--- src/rtl/smf_pkg.sv ---
package smf_pkg;

  localparam int WINDOW_LEN  = 5;
  localparam int SAMPLE_BITS = 16;
  localparam int AGE_BITS    = $clog2(WINDOW_LEN);
  localparam int MID_IDX     = (WINDOW_LEN - 1) / 2;
  localparam int NEG_CNT     = (WINDOW_LEN + 1) / 2;
  localparam int RESET_MAG   = 99 * 256;

  typedef logic signed [SAMPLE_BITS-1:0] sample_t;
  typedef logic [AGE_BITS-1:0] age_t;

  // compressed entry handed from a cell to the one above it
  typedef struct packed {
    logic    lt;
    logic    past_old;
    sample_t val;
    age_t    age;
  } link_t;

  // reset window, sorted: the negative entries below the positive ones
  function automatic sample_t reset_val(int idx);
    logic signed [31:0] w;
    w = (idx < NEG_CNT) ? -32'(RESET_MAG) : 32'(RESET_MAG);
    return w[SAMPLE_BITS-1:0];
  endfunction

  // age of a reset entry follows its ring slot; slot 0 is the oldest
  function automatic age_t reset_age(int idx);
    int k;
    k = (idx < NEG_CNT) ? 2 * idx : 2 * (idx - NEG_CNT) + 1;
    return AGE_BITS'(WINDOW_LEN - 1 - k);
  endfunction

endpackage

--- src/rtl/sliding_median_five_filter_core.sv ---
// a result is registered and valid in the cycle after its item is accepted
// throughput: one item per cycle; the whole cell row updates together for each
// item; a held result blocks the input until it is taken, the next item going in that cycle
// reset (synchronous, rst_n low): result valid cleared, window loaded with
// -99, 99, -99, 99, -99 degrees in q8.8, the oldest entry being the first -99
module sliding_median_five_filter_core
  import smf_pkg::*;
(
  input  logic    clk,
  input  logic    rst_n,
  input  logic    in_valid,
  output logic    in_ready,
  input  sample_t in_sample,
  output logic    out_valid,
  input  logic    out_ready,
  output sample_t out_median
);

  // the window is kept sorted ascending across the cell row, each cell
  // holding one entry and its age; the entry with the top age is the oldest
  // one and leaves when a new item comes in

  logic    accept;
  logic    out_valid_r;
  logic    out_valid_nxt;
  sample_t out_median_r;
  sample_t out_median_nxt;

  link_t   links    [WINDOW_LEN+1];
  sample_t cell_val [WINDOW_LEN];
  age_t    cell_age [WINDOW_LEN];
  sample_t cell_nxt [WINDOW_LEN];

  // output register frees the input side as soon as the result is taken
  assign in_ready = !out_valid_r || out_ready;
  assign accept   = in_valid && in_ready;

  // bottom of the chain: the new item goes in at the lowest slot that fits
  assign links[0].lt       = 1'b1;
  assign links[0].past_old = 1'b0;
  assign links[0].val      = '0;
  assign links[0].age      = '0;

  for (genvar i = 0; i < WINDOW_LEN; i++) begin : g_cell
    sample_t up_val;
    age_t    up_age;

    // the top cell has no upper neighbor; its own entry stands in
    if (i == WINDOW_LEN - 1) begin : g_top
      assign up_val = cell_val[i];
      assign up_age = cell_age[i];
    end else begin : g_mid
      assign up_val = cell_val[i+1];
      assign up_age = cell_age[i+1];
    end

    smf_cell u_cell (
      .clk        (clk),
      .rst_n      (rst_n),
      .load       (accept),
      .top_cell   (i == WINDOW_LEN - 1),
      .rst_val    (reset_val(i)),
      .rst_age    (reset_age(i)),
      .new_sample (in_sample),
      .up_val     (up_val),
      .up_age     (up_age),
      .link_in    (links[i]),
      .link_out   (links[i+1]),
      .val        (cell_val[i]),
      .age        (cell_age[i]),
      .val_nxt    (cell_nxt[i])
    );
  end

  // median is the middle cell of the updated sorted row
  always_comb begin
    out_valid_nxt  = out_valid_r;
    out_median_nxt = out_median_r;
    if (accept) begin
      out_valid_nxt  = 1'b1;
      out_median_nxt = cell_nxt[MID_IDX];
    end else if (out_ready) begin
      out_valid_nxt = 1'b0;
    end
  end

  always_ff @(posedge clk) begin
    if (!rst_n) begin
      out_valid_r <= 1'b0;
    end else begin
      out_valid_r <= out_valid_nxt;
    end
  end

  // payload register, no reset
  always_ff @(posedge clk) begin
    out_median_r <= out_median_nxt;
  end

  assign out_valid  = out_valid_r;
  assign out_median = out_median_r;

endmodule

--- src/rtl/smf_cell.sv ---
module smf_cell
  import smf_pkg::*;
(
  input  logic    clk,
  input  logic    rst_n,
  input  logic    load,
  input  logic    top_cell,
  input  sample_t rst_val,
  input  age_t    rst_age,
  input  sample_t new_sample,
  input  sample_t up_val,
  input  age_t    up_age,
  input  link_t   link_in,
  output link_t   link_out,
  output sample_t val,
  output age_t    age,
  output sample_t val_nxt
);

  sample_t val_r;
  age_t    age_r;
  age_t    age_nxt;
  logic    old_here;
  logic    past_old;
  sample_t c_val;
  age_t    c_age;
  logic    lt;

  assign old_here = (age_r == AGE_BITS'(WINDOW_LEN - 1));
  assign past_old = link_in.past_old | old_here;

  // drop the oldest entry: cells at or above it take the upper neighbor
  assign c_val = past_old ? up_val : val_r;
  assign c_age = past_old ? up_age : age_r;
  assign lt    = !top_cell && (c_val < new_sample);

  always_comb begin
    if (lt) begin
      val_nxt = c_val;
      age_nxt = c_age + 1'b1;
    end else if (link_in.lt) begin
      val_nxt = new_sample;
      age_nxt = '0;
    end else begin
      val_nxt = link_in.val;
      age_nxt = link_in.age + 1'b1;
    end
  end

  always_ff @(posedge clk) begin
    if (!rst_n) begin
      val_r <= rst_val;
      age_r <= rst_age;
    end else if (load) begin
      val_r <= val_nxt;
      age_r <= age_nxt;
    end
  end

  assign link_out.lt       = lt;
  assign link_out.past_old = past_old;
  assign link_out.val      = c_val;
  assign link_out.age      = c_age;
  assign val = val_r;
  assign age = age_r;

endmodule

--- config.mk ---
export PLATFORM = sky130hd
export DESIGN_NAME = sliding_median_five_filter_core
export DESIGN_NICKNAME = d
export VERILOG_FILES = /design/src/rtl/smf_pkg.sv /design/src/rtl/sliding_median_five_filter_core.sv /design/src/rtl/smf_cell.sv
export SDC_FILE = /design/constraint.sdc
export NUM_CORES = 1
export LEC_CHECK = 0
export BUFFER_PORTS_ARGS = -buffer_cell sky130_fd_sc_hd__buf_2
export CORE_AREA = 2 2 154 186
export DETAILED_ROUTE_END_ITERATION = 8
export DIE_AREA = 0 0 156 188
export SYNTH_ARGS = -nofsm -noshare
export SYNTH_HDL_FRONTEND = slang
export SYNTH_SLANG_ARGS = --single-unit
--- constraint.sdc ---
create_clock -name clk -period 10.4 [get_ports clk]
set_clock_uncertainty 0.1 [all_clocks]
set_input_delay 2.6 -clock clk [delete_from_list [all_inputs] [get_ports clk]]
set_output_delay 2.6 -clock clk [all_outputs]
set_load 0.005 [all_outputs]
==> results of run 1 <==
==> logic make-up after synthesis <==
| kind of cell | count (synthesis) | synth area share |
|---|---|---|
| AND/OR/NAND/NOR | 303 | 0.172 |
| flip-flops | 112 | 0.295 |
| XOR/XNOR | 4 | 0.00431 |
| buffers and inverters | 145 | 0.0752 |
| adder cells (fa/ha/maj) | 64 | 0.0984 |
| AO/OA/AOI/OAI | 317 | 0.267 |
| multiplexers | 71 | 0.0878 |
==> sequential cells by signal, indices dropped and copies added (netlist names) <==
signal / cells
g_cell.u_cell.val: 80
out_median: 16
out_valid: 1
g_cell.u_cell.age: 15
==> worst max path at each step <==
stage / startpoint / end / slack [ps] / depth (start not counted)
after global placement: in_sample[6] / g_cell[3].u_cell.val[5] / 4340 / 12
after CTS: in_sample[6] / g_cell[3].u_cell.val[9] / 4620 / 11
after floorplan: out_ready / in_ready / 4940 / 1
after global routing: in_sample[6] / g_cell[3].u_cell.val[2] / 4270 / 12
after detailed placement: in_sample[6] / g_cell[3].u_cell.val[4] / 4280 / 12
final: in_sample[6] / g_cell[3].u_cell.val[9] / 4610 / 11
==> cells in the final DEF, fill, tap and decap left out, drive strengths merged, types with 7 or more instances in the layout <==
master and instances:
nand2 146, dfxtp 96, o21ai 95, inv 75
nor2 74, mux2i 68, ha 64, buf 50
a21oi 49, a31oi 31, o221ai 21, a221oi 20
edfxtp 16, nand3 16, nor3 15, a22o 14
a32oi 11, clkbuf 11, o31ai 10, nor3b 10
and2 9, o211ai 9, nand2b 7
==> critical path, delay by kind of cell <==
kind	cells	cell delay (ps)
buffers and inverters	3	840
adder cells (fa/ha/maj)	1	320
AO/OA/AOI/OAI	5	1420
AND/OR/NAND/NOR	2	760
==> metrics by stage <==
stage | utilization | power, mW | hold slack [ps] | setup WS [ps] | std cells
floorplan | - | 2.11 | 319 | 4940 | 1016
global placement | 0.310 | 2.57 | 330 | 4340 | 1340
detailed placement | 0.310 | 2.58 | 341 | 4280 | 1340
CTS | 0.321 | 2.97 | 359 | 4620 | 1355
global route | 0.321 | 3.23 | 379 | 4270 | 1355
finish | 0.321 | 2.98 | 359 | 4610 | 1355
==> layout make-up <==
class | count | area [um2] | share of cell area
clock buffer | 11 | 254 | 0.0287
clock inverter | 4 | 51.3 | 0.00580
inverter | 74 | 278 | 0.0314
multi-input combinational | 759 | 5150 | 0.582
sequential | 112 | 2400 | 0.271
tap | 345 | 432 | 0.0488
timing repair buffer | 50 | 283 | 0.0320
==> power by group through the flow <==
stage | registers, mW | clock network [mW] | logic [mW]
2_1_floorplan | 0.703 | 0 | 1.41
3_3_place_gp | 0.738 | 0 | 1.83
3_5_place_dp | 0.737 | 0 | 1.85
4_1_cts | 0.730 | 0.387 | 1.85
5_1_grt | 0.749 | 0.399 | 2.08
6_report | 0.729 | 0.379 | 1.87
==> metal layers <==
| metal | GRT usage | up-vias | part of all wire | wire length (um) |
|---|---|---|---|---|
| met5 | 0 | - | 0 | 0 |
| met4 | 0.0660 | 0 | 0.029 | 772 |
| met3 | 0.0280 | 51 | 0.044 | 1170 |
| met2 | 0.311 | 208 | 0.48 | 12800 |
| met1 | 0.236 | 3724 | 0.45 | 11900 |
| li1 | - | 3700 | - | - |
==> run_summary.xml, run 1 <==
<?xml version="1.0" encoding="UTF-8"?>
<metrics>
  <group name="run_status">
    <metric name="outcome" unit="">complete, no violations</metric>
  </group>
  <group name="clocking">
    <metric name="cts_tree" unit="">done</metric>
    <metric name="clkTransAtPathRegs" unit="ps">80</metric>
    <metric name="cts.sink_count" unit="">112</metric>
    <metric name="cts.repair.resized" unit="">0</metric>
    <metric name="cts-hold-fix-buffers" unit="">0</metric>
    <metric name="cts_root_buffer" unit="">sky130_fd_sc_hd__clkbuf_16</metric>
    <metric name="cts_post_setup_buffers_inserted" unit="">0</metric>
    <metric name="clock_tree.htree_level_count" unit="">3</metric>
    <metric name="clk_path_buf_depth" unit="">2</metric>
    <metric name="clock_insertion_delay_worst_skew" unit="ps">370</metric>
    <metric name="cts_made_buffers" unit="">9</metric>
  </group>
  <group name="critical_path">
    <metric name="critical_path.cell_chain" unit="">buf_2 &gt; inv_1 &gt; ha_1 &gt; and2_1 &gt; a221o_1 &gt; a2111oi_1 &gt; a211oi_2 &gt; nor2_4 &gt; buf_4 &gt; o21ai_0 &gt; a221oi_1</metric>
    <metric name="crit_path_max_incr_delay" unit="ps">610</metric>
    <metric name="crit_type" unit="">in2reg</metric>
    <metric name="crit_path_max_fanout" unit="">45</metric>
    <metric name="worst-endpoint-required" unit="ps">10580</metric>
    <metric name="r2r-start" unit="">g_cell[1].u_cell.age[2]</metric>
    <metric name="r2r_cells" unit="">14</metric>
    <metric name="r2r-end" unit="">g_cell[3].u_cell.val[9]</metric>
    <metric name="timing.critical_path.from_type" unit="">primary input</metric>
    <metric name="timing.critical_path.slowest_stage_cell" unit="">sky130_fd_sc_hd__nor2_4</metric>
    <metric name="reg2reg_slack" unit="ps">5270</metric>
    <metric name="timing.critical_path.to_type" unit="">flip-flop</metric>
    <metric name="cp_data_arrival_time" unit="ps">5970</metric>
  </group>
  <group name="floorplan">
    <metric name="dieWidth" unit="um">156</metric>
    <metric name="die_area" unit="um2">29300</metric>
    <metric name="num_io_pins" unit="">38</metric>
    <metric name="floorplan.die.height" unit="um">188</metric>
    <metric name="start_util" unit="">0.295</metric>
    <metric name="row_count" unit="">67</metric>
    <metric name="core_area" unit="um2">27600</metric>
  </group>
  <group name="yosys">
    <metric name="avgSynthCellArea" unit="um2">8.01</metric>
    <metric name="yosysTopAreaCellShare" unit="">0.236</metric>
    <metric name="synth_cells" unit="">1016</metric>
    <metric name="seq_area_frac_synth" unit="">0.295</metric>
    <metric name="synth_ff_type" unit="">sky130_fd_sc_hd__dfxtp_1</metric>
    <metric name="number_of_enable_type_register_cells_in_the_synthesized_netlist" unit="">16</metric>
    <metric name="syn-num-nets" unit="">1100</metric>
    <metric name="synth_area_leaders" unit="">sky130_fd_sc_hd__dfxtp_1 24%, sky130_fd_sc_hd__ha_1 9.8%, sky130_fd_sc_hd__mux2i_1 8.4%, sky130_fd_sc_hd__nand2_1 6.7%, sky130_fd_sc_hd__edfxtp_1 5.9%</metric>
    <metric name="syn-cell-area" unit="um2">8140</metric>
    <metric name="largest_area_contributor_in_the_synthesized_netlist" unit="">sky130_fd_sc_hd__dfxtp_1</metric>
    <metric name="synthMostInstantiatedCell" unit="">sky130_fd_sc_hd__nand2_1</metric>
    <metric name="synth.distinct_cells" unit="">78</metric>
    <metric name="synth_seq_cells" unit="">112</metric>
    <metric name="synth_commonest_cells" unit="">145 x sky130_fd_sc_hd__nand2_1, 96 x sky130_fd_sc_hd__dfxtp_1, 90 x sky130_fd_sc_hd__o21ai_0</metric>
    <metric name="synth-async-reset-ratio" unit="">0</metric>
    <metric name="yosys_warnings" unit="">0</metric>
  </group>
  <group name="power">
    <metric name="cellPowerDensity" unit="nW/um2">336</metric>
    <metric name="reg_power_frac" unit="">0.245</metric>
    <metric name="switching_share" unit="">0.502</metric>
    <metric name="total_switching_power" unit="mW">1.49</metric>
    <metric name="p_leak" unit="nW">3.91</metric>
    <metric name="combPwrFrac" unit="">0.628</metric>
    <metric name="power_frac_clock" unit="">0.127</metric>
    <metric name="cell_internal_pwr" unit="mW">1.48</metric>
    <metric name="vdd_drop_max" unit="V">0.000152</metric>
  </group>
  <group name="hold_path">
    <metric name="hold-path-endpoint" unit="">g_cell[0].u_cell.val[5]</metric>
    <metric name="hold_path.startpoint" unit="">g_cell[0].u_cell.val[5]</metric>
    <metric name="hold_path_class" unit="">reg2reg</metric>
    <metric name="min_delay_path_depth" unit="">2</metric>
  </group>
  <group name="global_route">
    <metric name="grt_start_max_net_pins" unit="">70</metric>
    <metric name="grt_pass1_wl" unit="um">42100</metric>
    <metric name="grt_total_usage" unit="">0.184</metric>
    <metric name="grt_overflow" unit="">0</metric>
    <metric name="first_global_vias" unit="">7368</metric>
    <metric name="antenna_found_initial" unit="">0</metric>
  </group>
  <group name="sta">
    <metric name="max_freq" unit="MHz">173</metric>
    <metric name="setup-tns-final" unit="ps">0</metric>
    <metric name="grt_setup_unrepaired" unit="">false</metric>
    <metric name="timing_worst_slew_pin_value" unit="ps">1210</metric>
    <metric name="max-slew-margin-rel" unit="">0.188</metric>
    <metric name="min_period" unit="ps">5790</metric>
    <metric name="hold_viol" unit="">0</metric>
    <metric name="timing.final.max_slew_violations" unit="">0</metric>
    <metric name="finalCritPeriodShare" unit="">0.557</metric>
    <metric name="report.final.setup_viol" unit="">0</metric>
  </group>
  <group name="routing">
    <metric name="via_per_inst" unit="">5.67</metric>
    <metric name="drt.antenna.violating_nets" unit="">0</metric>
    <metric name="via_count" unit="">7683</metric>
    <metric name="first_pass_iters" unit="">5</metric>
    <metric name="drt_iter0_drc" unit="">577</metric>
    <metric name="drt-total-wl" unit="um">26700</metric>
    <metric name="drc" unit="">0</metric>
    <metric name="post_drt_wl_per_cell" unit="um">19.7</metric>
  </group>
  <group name="placed_design">
    <metric name="port_buf_inserts" unit="">37</metric>
    <metric name="place.gp.congestion" unit="">0.895</metric>
    <metric name="dpl-instance-area" unit="um2">8540</metric>
    <metric name="place_hpwl" unit="um">18400</metric>
  </group>
  <group name="cells_and_area">
    <metric name="final_cell_area" unit="um2">8850</metric>
    <metric name="nNetsFinal" unit="">1090</metric>
    <metric name="antenna-diode-count" unit="">0</metric>
    <metric name="filler_cell_count" unit="">2960</metric>
    <metric name="layout-drive-gt1-share" unit="">0.0881</metric>
    <metric name="area_growth" unit="%">8.73</metric>
  </group>
  <group name="flow_run">
    <metric name="drv.max_cap_violation_count" unit="">0</metric>
  </group>
</metrics>
No activity file was read; power rests on OpenSTA's default activity.
==> inputs of run 2 (changes only) <==
clock period = 5.27 ns   (was 10.4 ns; I/O delays follow)
==> run 2 against run 1 <==
Total power rose by 100%. Setup slack got worse by 3900 ps. Final cell count rose by 1.2%. Wire length rose by 2.6%. Register-to-register slack got worse by 4600 ps. Via count rose by 1.7%.
==> run_summary.xml, run 2 (synthesis results as in run 1) <==
<?xml version="1.0" encoding="UTF-8"?>
<metrics>
  <group name="cells_and_area">
    <metric name="largest_register_ffs" unit="">80</metric>
    <metric name="layout-drive-gt1-share" unit="">0.0994</metric>
    <metric name="antenna-diode-count" unit="">0</metric>
    <metric name="layout_commonest_cell" unit="">sky130_fd_sc_hd__nand2_1</metric>
    <metric name="area_growth" unit="%">9.96</metric>
    <metric name="nNetsFinal" unit="">1105</metric>
    <metric name="layout.cells.most_common_list" unit="">145 x sky130_fd_sc_hd__nand2_1, 96 x sky130_fd_sc_hd__dfxtp_1, 90 x sky130_fd_sc_hd__o21ai_0</metric>
  </group>
  <group name="hold_path">
    <metric name="hold_path_class" unit="">reg2reg</metric>
    <metric name="min_delay_path_depth" unit="">2</metric>
    <metric name="hold_path.startpoint" unit="">g_cell[4].u_cell.val[0]</metric>
  </group>
  <group name="global_route">
    <metric name="grt_util_met1" unit="">0.239</metric>
    <metric name="grt_overflow" unit="">0</metric>
    <metric name="grt_most_used_layer" unit="">met2</metric>
    <metric name="grt_use_met3" unit="">0.0215</metric>
    <metric name="grt_pass1_wl" unit="um">42900</metric>
    <metric name="grt_total_usage" unit="">0.188</metric>
    <metric name="grt_start_max_net_pins" unit="">62</metric>
    <metric name="antenna_found_initial" unit="">0</metric>
    <metric name="first_global_vias" unit="">7523</metric>
    <metric name="globalRouteMet2Util" unit="">0.319</metric>
  </group>
  <group name="power">
    <metric name="switching_share" unit="">0.501</metric>
    <metric name="total_switching_power" unit="mW">2.99</metric>
    <metric name="power_frac_clock" unit="">0.118</metric>
    <metric name="vdd_drop_max" unit="V">0.000319</metric>
    <metric name="reg_power_frac" unit="">0.245</metric>
    <metric name="combPwrFrac" unit="">0.636</metric>
    <metric name="cell_internal_pwr" unit="mW">2.97</metric>
    <metric name="p_leak" unit="nW">3.98</metric>
    <metric name="cellPowerDensity" unit="nW/um2">666</metric>
  </group>
  <group name="routing">
    <metric name="via_count" unit="">7810</metric>
    <metric name="post_drt_wl_per_cell" unit="um">20.0</metric>
    <metric name="via_per_inst" unit="">5.70</metric>
    <metric name="first_pass_iters" unit="">6</metric>
    <metric name="drt-total-wl" unit="um">27400</metric>
    <metric name="drt.antenna.violating_nets" unit="">0</metric>
    <metric name="drc" unit="">0</metric>
    <metric name="drt_iter0_drc" unit="">654</metric>
  </group>
  <group name="clocking">
    <metric name="cts.repair.resized" unit="">0</metric>
    <metric name="clkTransAtPathRegs" unit="ps">70</metric>
    <metric name="clock_tree.htree_level_count" unit="">3</metric>
    <metric name="cts_tree" unit="">done</metric>
    <metric name="clock_insertion_delay_worst_skew" unit="ps">370</metric>
    <metric name="clk_path_buf_depth" unit="">2</metric>
    <metric name="cts_post_setup_buffers_inserted" unit="">0</metric>
    <metric name="cts.sink_count" unit="">112</metric>
    <metric name="cts_root_buffer" unit="">sky130_fd_sc_hd__clkbuf_16</metric>
    <metric name="cts-hold-fix-buffers" unit="">0</metric>
    <metric name="cts_made_buffers" unit="">9</metric>
  </group>
  <group name="sta">
    <metric name="report.final.setup_viol" unit="">0</metric>
    <metric name="timing_worst_slew_pin_value" unit="ps">851</metric>
    <metric name="grt_setup_unrepaired" unit="">false</metric>
    <metric name="finalCritPeriodShare" unit="">0.870</metric>
    <metric name="max_freq" unit="MHz">218</metric>
    <metric name="setup-tns-final" unit="ps">0</metric>
    <metric name="min_period" unit="ps">4590</metric>
    <metric name="hold_viol" unit="">0</metric>
    <metric name="max-slew-margin-rel" unit="">0.432</metric>
    <metric name="timing.final.max_slew_violations" unit="">0</metric>
    <metric name="hold_ws" unit="ps">356</metric>
  </group>
  <group name="placed_design">
    <metric name="port_buf_inserts" unit="">37</metric>
    <metric name="place_hpwl" unit="um">19900</metric>
    <metric name="place.gp.congestion" unit="">0.936</metric>
  </group>
  <group name="critical_path">
    <metric name="number_of_buffers_and_inverters_on_the_critical_path" unit="">2</metric>
    <metric name="r2r_cells" unit="">14</metric>
    <metric name="timing.critical_path.from_type" unit="">flip-flop</metric>
    <metric name="crit_path_max_fanout" unit="">35</metric>
    <metric name="crit_type" unit="">reg2reg</metric>
    <metric name="cp_top_family" unit="">simple AND/OR/NAND/NOR gates</metric>
    <metric name="worst-path-stages" unit="">14</metric>
    <metric name="crit_path_max_incr_delay" unit="ps">530</metric>
    <metric name="worst-endpoint-required" unit="ps">5400</metric>
    <metric name="r2r-start" unit="">g_cell[0].u_cell.age[2]</metric>
    <metric name="timing.critical_path.slowest_stage_cell" unit="">sky130_fd_sc_hd__nor3b_2</metric>
    <metric name="cp_data_arrival_time" unit="ps">4720</metric>
    <metric name="timing.critical_path.to_type" unit="">flip-flop</metric>
    <metric name="startpoint" unit="">g_cell[0].u_cell.age[2]</metric>
    <metric name="critical_path.cell_chain" unit="">nor3b_2 &gt; or3_1 &gt; mux2i_1 &gt; inv_1 &gt; ha_1 &gt; and2_1 &gt; a221o_1 &gt; a2111oi_1 &gt; a211oi_2 &gt; nor2_4 &gt; buf_4 &gt; nor2_1 &gt; a21oi_1 &gt; o221ai_1</metric>
  </group>
  <group name="floorplan">
    <metric name="row_count" unit="">67</metric>
    <metric name="die_area" unit="um2">29300</metric>
    <metric name="num_io_pins" unit="">38</metric>
    <metric name="dieWidth" unit="um">156</metric>
    <metric name="floorplan.die.height" unit="um">188</metric>
    <metric name="start_util" unit="">0.295</metric>
    <metric name="core_area" unit="um2">27600</metric>
  </group>
  <group name="run_status">
    <metric name="outcome" unit="">complete, no violations</metric>
  </group>
  <group name="flow_run">
    <metric name="drv.max_cap_violation_count" unit="">0</metric>
  </group>
</metrics>
==> run 2: changes by cell type in the layout (fill, tap and decap cells not counted), sizes merged <==
cell      delta
buf         +15
clkinv       +3
clkinvlp     -1
inv          -1
==> run 2: power by group through the flow <==
stage               sequential (mW)  combinational [mW]  clock, mW
finish                         1.46                3.79      0.706
global route                   1.49                4.20      0.744
CTS                            1.46                3.75      0.719
detailed placement             1.47                3.74          0
global placement               1.47                3.70          0
floorplan                      1.39                2.78          0
==> run 2: layout make-up <==
| type | instances | area (um2) |
|---|---|---|
| timing repair buffer | 65 | 408 |
| tap | 345 | 432 |
| clock inverter | 5 | 47.5 |
| fill | 2909 | 18600 |
| clock buffer | 11 | 233 |
| inverter | 74 | 278 |
| multi-input combinational | 759 | 5150 |
| sequential | 112 | 2400 |
==> run 2: final timing paths <==
check / slack (ps) / to
worst min register to register: 360 / g_cell[4].u_cell.val[0]
worst max register to register: 680 / g_cell[3].u_cell.val[5]
worst min-delay path: 360 / g_cell[4].u_cell.val[0]
worst max-delay path: 680 / g_cell[3].u_cell.val[5]
==> run 2: tightest hold or removal path: cells and delay by family (launching register included) <==
family           cells  cell delay [ps]
flip-flops           1              320
AND/OR/NAND/NOR      1               40
AO/OA/AOI/OAI        1               60
==> run 2: stage by stage <==
stage	setup WS, ps	power [mW]	utilization	cells	instance area, um2
after floorplan	1370	4.17	-	1016	8140
after global placement	785	5.17	0.314	1355	8670
after detailed placement	783	5.21	0.314	1355	8670
after CTS	739	5.93	0.325	1371	8950
after global routing	302	6.44	0.325	1371	8950
final	684	5.96	0.325	1371	8950
==> run 2: metal layers <==
metal,vias up,wire (um),share of wire
met3,61,1590,0.058
met5,-,0,0
met4,0,977,0.036
met1,3702,11700,0.43
li1,3729,-,-
met2,318,13100,0.48
==> inputs of run 3 (changes only) <==
CORE_AREA = 2 2 189 228   (was 2 2 154 186)
DIE_AREA = 0 0 191 230   (was 0 0 156 188)
SYNTH_HIERARCHICAL = 1   (was default)
==> run 3 against run 2 <==
Combinational power is 50% higher. Via count rose by 30%. Clock-buffer cell count fell by 2. Register-to-register slack got worse by 380 ps. Area after synthesis grew 44%. Global-route usage shrank 3.4 points. Fmax is 7.7% lower. Largest cell class unchanged. Setup slack lost 380 ps. Die area is 50% higher. Design area up 50%. Critical path depth increased by 4. Wire length grew 24%. Critical path type unchanged.
==> run_summary.xml, run 3 <==
<?xml version="1.0" encoding="UTF-8"?>
<metrics>
  <group name="run_status">
    <metric name="outcome" unit="">complete, no violations</metric>
  </group>
  <group name="routing">
    <metric name="drt-total-wl" unit="um">34000</metric>
    <metric name="drc" unit="">0</metric>
    <metric name="drt_iter0_drc" unit="">774</metric>
    <metric name="first_pass_iters" unit="">5</metric>
    <metric name="post_drt_wl_per_cell" unit="um">16.8</metric>
    <metric name="via_count" unit="">10179</metric>
    <metric name="drt.antenna.violating_nets" unit="">0</metric>
    <metric name="via_per_inst" unit="">5.03</metric>
  </group>
  <group name="global_route">
    <metric name="grt_start_max_net_pins" unit="">45</metric>
    <metric name="antenna_found_initial" unit="">1</metric>
    <metric name="grt_pass1_wl" unit="um">54100</metric>
    <metric name="first_global_vias" unit="">9933</metric>
    <metric name="grt_overflow" unit="">0</metric>
    <metric name="grt_total_usage" unit="">0.154</metric>
  </group>
  <group name="critical_path">
    <metric name="r2r-end" unit="">g_cell[2].u_cell/val[13]</metric>
    <metric name="crit_path_max_fanout" unit="">20</metric>
    <metric name="cp_data_arrival_time" unit="ps">5010</metric>
    <metric name="timing.critical_path.slowest_stage_cell" unit="">sky130_fd_sc_hd__or4_1</metric>
    <metric name="r2r-start" unit="">g_cell[0].u_cell/age[2]</metric>
    <metric name="cp_top_family" unit="">simple AND/OR/NAND/NOR gates</metric>
    <metric name="worst-endpoint-required" unit="ps">5310</metric>
    <metric name="r2r_cells" unit="">18</metric>
    <metric name="timing.critical_path.from_type" unit="">flip-flop</metric>
    <metric name="number_of_buffers_and_inverters_on_the_critical_path" unit="">4</metric>
    <metric name="critical_path.cell_chain" unit="">nor3b_1 &gt; nor2_2 &gt; inv_1 &gt; nor2_4 &gt; buf_4 &gt; mux2i_1 &gt; inv_1 &gt; ha_1 &gt; nand4_1 &gt; or4_1 &gt; a211o_1 &gt; a21oi_1 &gt; or2_1 &gt; buf_12 &gt; mux2i_2 &gt; o22ai_1 &gt; nor2_1 &gt; o21ai_0</metric>
    <metric name="reg2reg_slack" unit="ps">300</metric>
    <metric name="crit_path_max_incr_delay" unit="ps">640</metric>
    <metric name="cp_common_cell" unit="">sky130_fd_sc_hd__inv_1</metric>
    <metric name="timing.critical_path.to_type" unit="">flip-flop</metric>
    <metric name="crit_type" unit="">reg2reg</metric>
  </group>
  <group name="floorplan">
    <metric name="start_util" unit="">0.282</metric>
    <metric name="core_area" unit="um2">41600</metric>
    <metric name="num_io_pins" unit="">38</metric>
    <metric name="dieWidth" unit="um">191</metric>
    <metric name="row_count" unit="">82</metric>
    <metric name="floorplan.die.height" unit="um">230</metric>
    <metric name="die_area" unit="um2">43900</metric>
  </group>
  <group name="cells_and_area">
    <metric name="fin_cells" unit="">2025</metric>
    <metric name="largest_register_ffs" unit="">80</metric>
    <metric name="layout.cells.most_common_list" unit="">204 x sky130_fd_sc_hd__inv_1, 175 x sky130_fd_sc_hd__mux2i_1, 132 x sky130_fd_sc_hd__conb_1</metric>
    <metric name="layout-drive-gt1-share" unit="">0.105</metric>
    <metric name="nNetsFinal" unit="">1578</metric>
    <metric name="layout_commonest_cell" unit="">sky130_fd_sc_hd__inv_1</metric>
    <metric name="final_core_occ" unit="">0.323</metric>
    <metric name="area_growth" unit="%">14.6</metric>
  </group>
  <group name="clocking">
    <metric name="clock_insertion_delay_worst_skew" unit="ps">390</metric>
    <metric name="clkTransAtPathRegs" unit="ps">100</metric>
    <metric name="cts_root_buffer" unit="">sky130_fd_sc_hd__clkbuf_16</metric>
    <metric name="clk_path_buf_depth" unit="">2</metric>
    <metric name="cts_made_buffers" unit="">9</metric>
    <metric name="cts_tree" unit="">done</metric>
    <metric name="cts.sink_count" unit="">112</metric>
    <metric name="clock_tree.htree_level_count" unit="">3</metric>
  </group>
  <group name="power">
    <metric name="reg_power_frac" unit="">0.236</metric>
    <metric name="total_switching_power" unit="mW">3.91</metric>
    <metric name="power_frac_clock" unit="">0.092</metric>
    <metric name="p_leak" unit="nW">5.88</metric>
    <metric name="p_total" unit="mW">8.43</metric>
    <metric name="vdd_drop_max" unit="V">0.000214</metric>
    <metric name="cellPowerDensity" unit="nW/um2">628</metric>
    <metric name="combPwrFrac" unit="">0.672</metric>
    <metric name="cell_internal_pwr" unit="mW">4.52</metric>
    <metric name="switching_share" unit="">0.464</metric>
  </group>
  <group name="hold_path">
    <metric name="hold_path.startpoint" unit="">out_valid</metric>
    <metric name="min_delay_path_depth" unit="">2</metric>
    <metric name="hold-path-endpoint" unit="">out_valid</metric>
    <metric name="hold_path_class" unit="">reg2reg</metric>
  </group>
  <group name="sta">
    <metric name="max-slew-margin-rel" unit="">0.233</metric>
    <metric name="hold_viol" unit="">0</metric>
    <metric name="max_freq" unit="MHz">201</metric>
    <metric name="hold_ws" unit="ps">428</metric>
    <metric name="finalCritPeriodShare" unit="">0.943</metric>
    <metric name="setup-tns-final" unit="ps">0</metric>
    <metric name="report.final.setup_viol" unit="">0</metric>
    <metric name="grt_setup_unrepaired" unit="">false</metric>
    <metric name="timing_worst_slew_pin_value" unit="ps">1150</metric>
    <metric name="min_period" unit="ps">4970</metric>
    <metric name="timing.final.max_slew_violations" unit="">0</metric>
  </group>
  <group name="placed_design">
    <metric name="port_buf_inserts" unit="">37</metric>
    <metric name="numPlacedInstances" unit="">1999</metric>
    <metric name="place_hpwl" unit="um">26200</metric>
    <metric name="place.gp.congestion" unit="">0.902</metric>
  </group>
  <group name="yosys">
    <metric name="synth_cells" unit="">1330</metric>
    <metric name="yosys_warnings" unit="">6</metric>
    <metric name="avgSynthCellArea" unit="um2">8.80</metric>
    <metric name="syn-cell-area" unit="um2">11700</metric>
  </group>
  <group name="flow_run">
    <metric name="drv.max_cap_violation_count" unit="">0</metric>
  </group>
</metrics>
run 3: what timing repair did:
item,CTS,global route
hold buffers,0,0
endpoints found under the setup margin,0,35
setup buffers,0,9
resized for setup,0,2
run 3: through the flow:
| stage | cell area, um2 | setup slack, ps |
|---|---|---|
| detailed placement | 13000 | 122 |
| finish | 13400 | 300 |
| global route | 13400 | 8.58 |
| global placement | 13000 | 269 |
| CTS | 13300 | 106 |
| floorplan | 12300 | -192 |
run 3: worst reg2reg max path, delay by kind of cell, from the launching register on:
| kind | cells | cell delay [ps] |
|---|---|---|
| simple gates | 7 | 1570 |
| buf+inv | 4 | 740 |
| compound gates | 4 | 770 |
| flops | 1 | 420 |
| mux | 2 | 780 |
| fa+ha+maj | 1 | 370 |
run 3: per-layer routing:
metal  track usage  wire length (um)  up-vias  part of all wire
li1              -                 -     5028                 -
met1         0.205             15600     4853              0.46
met2         0.260             16300      253              0.48
met3        0.0148              1390       45             0.041
met4        0.0468               814        0             0.024
met5             0                 0        -                 0
run 3: area by class of cell:
class / count / area (um2)
fill: 4315 / 28100
clock buffer: 9 / 225
inverter: 210 / 788
sequential: 112 / 3350
multi-input combinational: 1055 / 7690
clock inverter: 7 / 82.6
tap: 546 / 683
antenna: 1 / 2.50
timing repair buffer: 85 / 596
run 3: power groups by stage:
stage / combinational (mW) / sequential (mW) / clock, mW
3_5_place_dp: 5.48 / 2.01 / 0
2_1_floorplan: 4.42 / 1.84 / 0
3_3_place_gp: 5.36 / 2.00 / 0
6_report: 5.67 / 1.99 / 0.771
5_1_grt: 6.29 / 2.05 / 0.816
4_1_cts: 5.52 / 1.99 / 0.783
run 3: how the worst max path moves through the flow:
stage                                        from                       end  slack (ps)  depth (start not counted)
final                     g_cell[0].u_cell/age[2]  g_cell[2].u_cell/val[13]         300                         18
after global placement    g_cell[0].u_cell/age[2]   g_cell[3].u_cell/val[9]         270                         19
after floorplan           g_cell[1].u_cell/age[2]  g_cell[4].u_cell/val[10]        -190                         28
after global routing      g_cell[0].u_cell/age[2]  g_cell[3].u_cell/val[12]           9                         19
after detailed placement  g_cell[0].u_cell/age[2]   g_cell[3].u_cell/val[9]         120                         19
after CTS                 g_cell[0].u_cell/age[2]   g_cell[3].u_cell/val[9]         110                         19
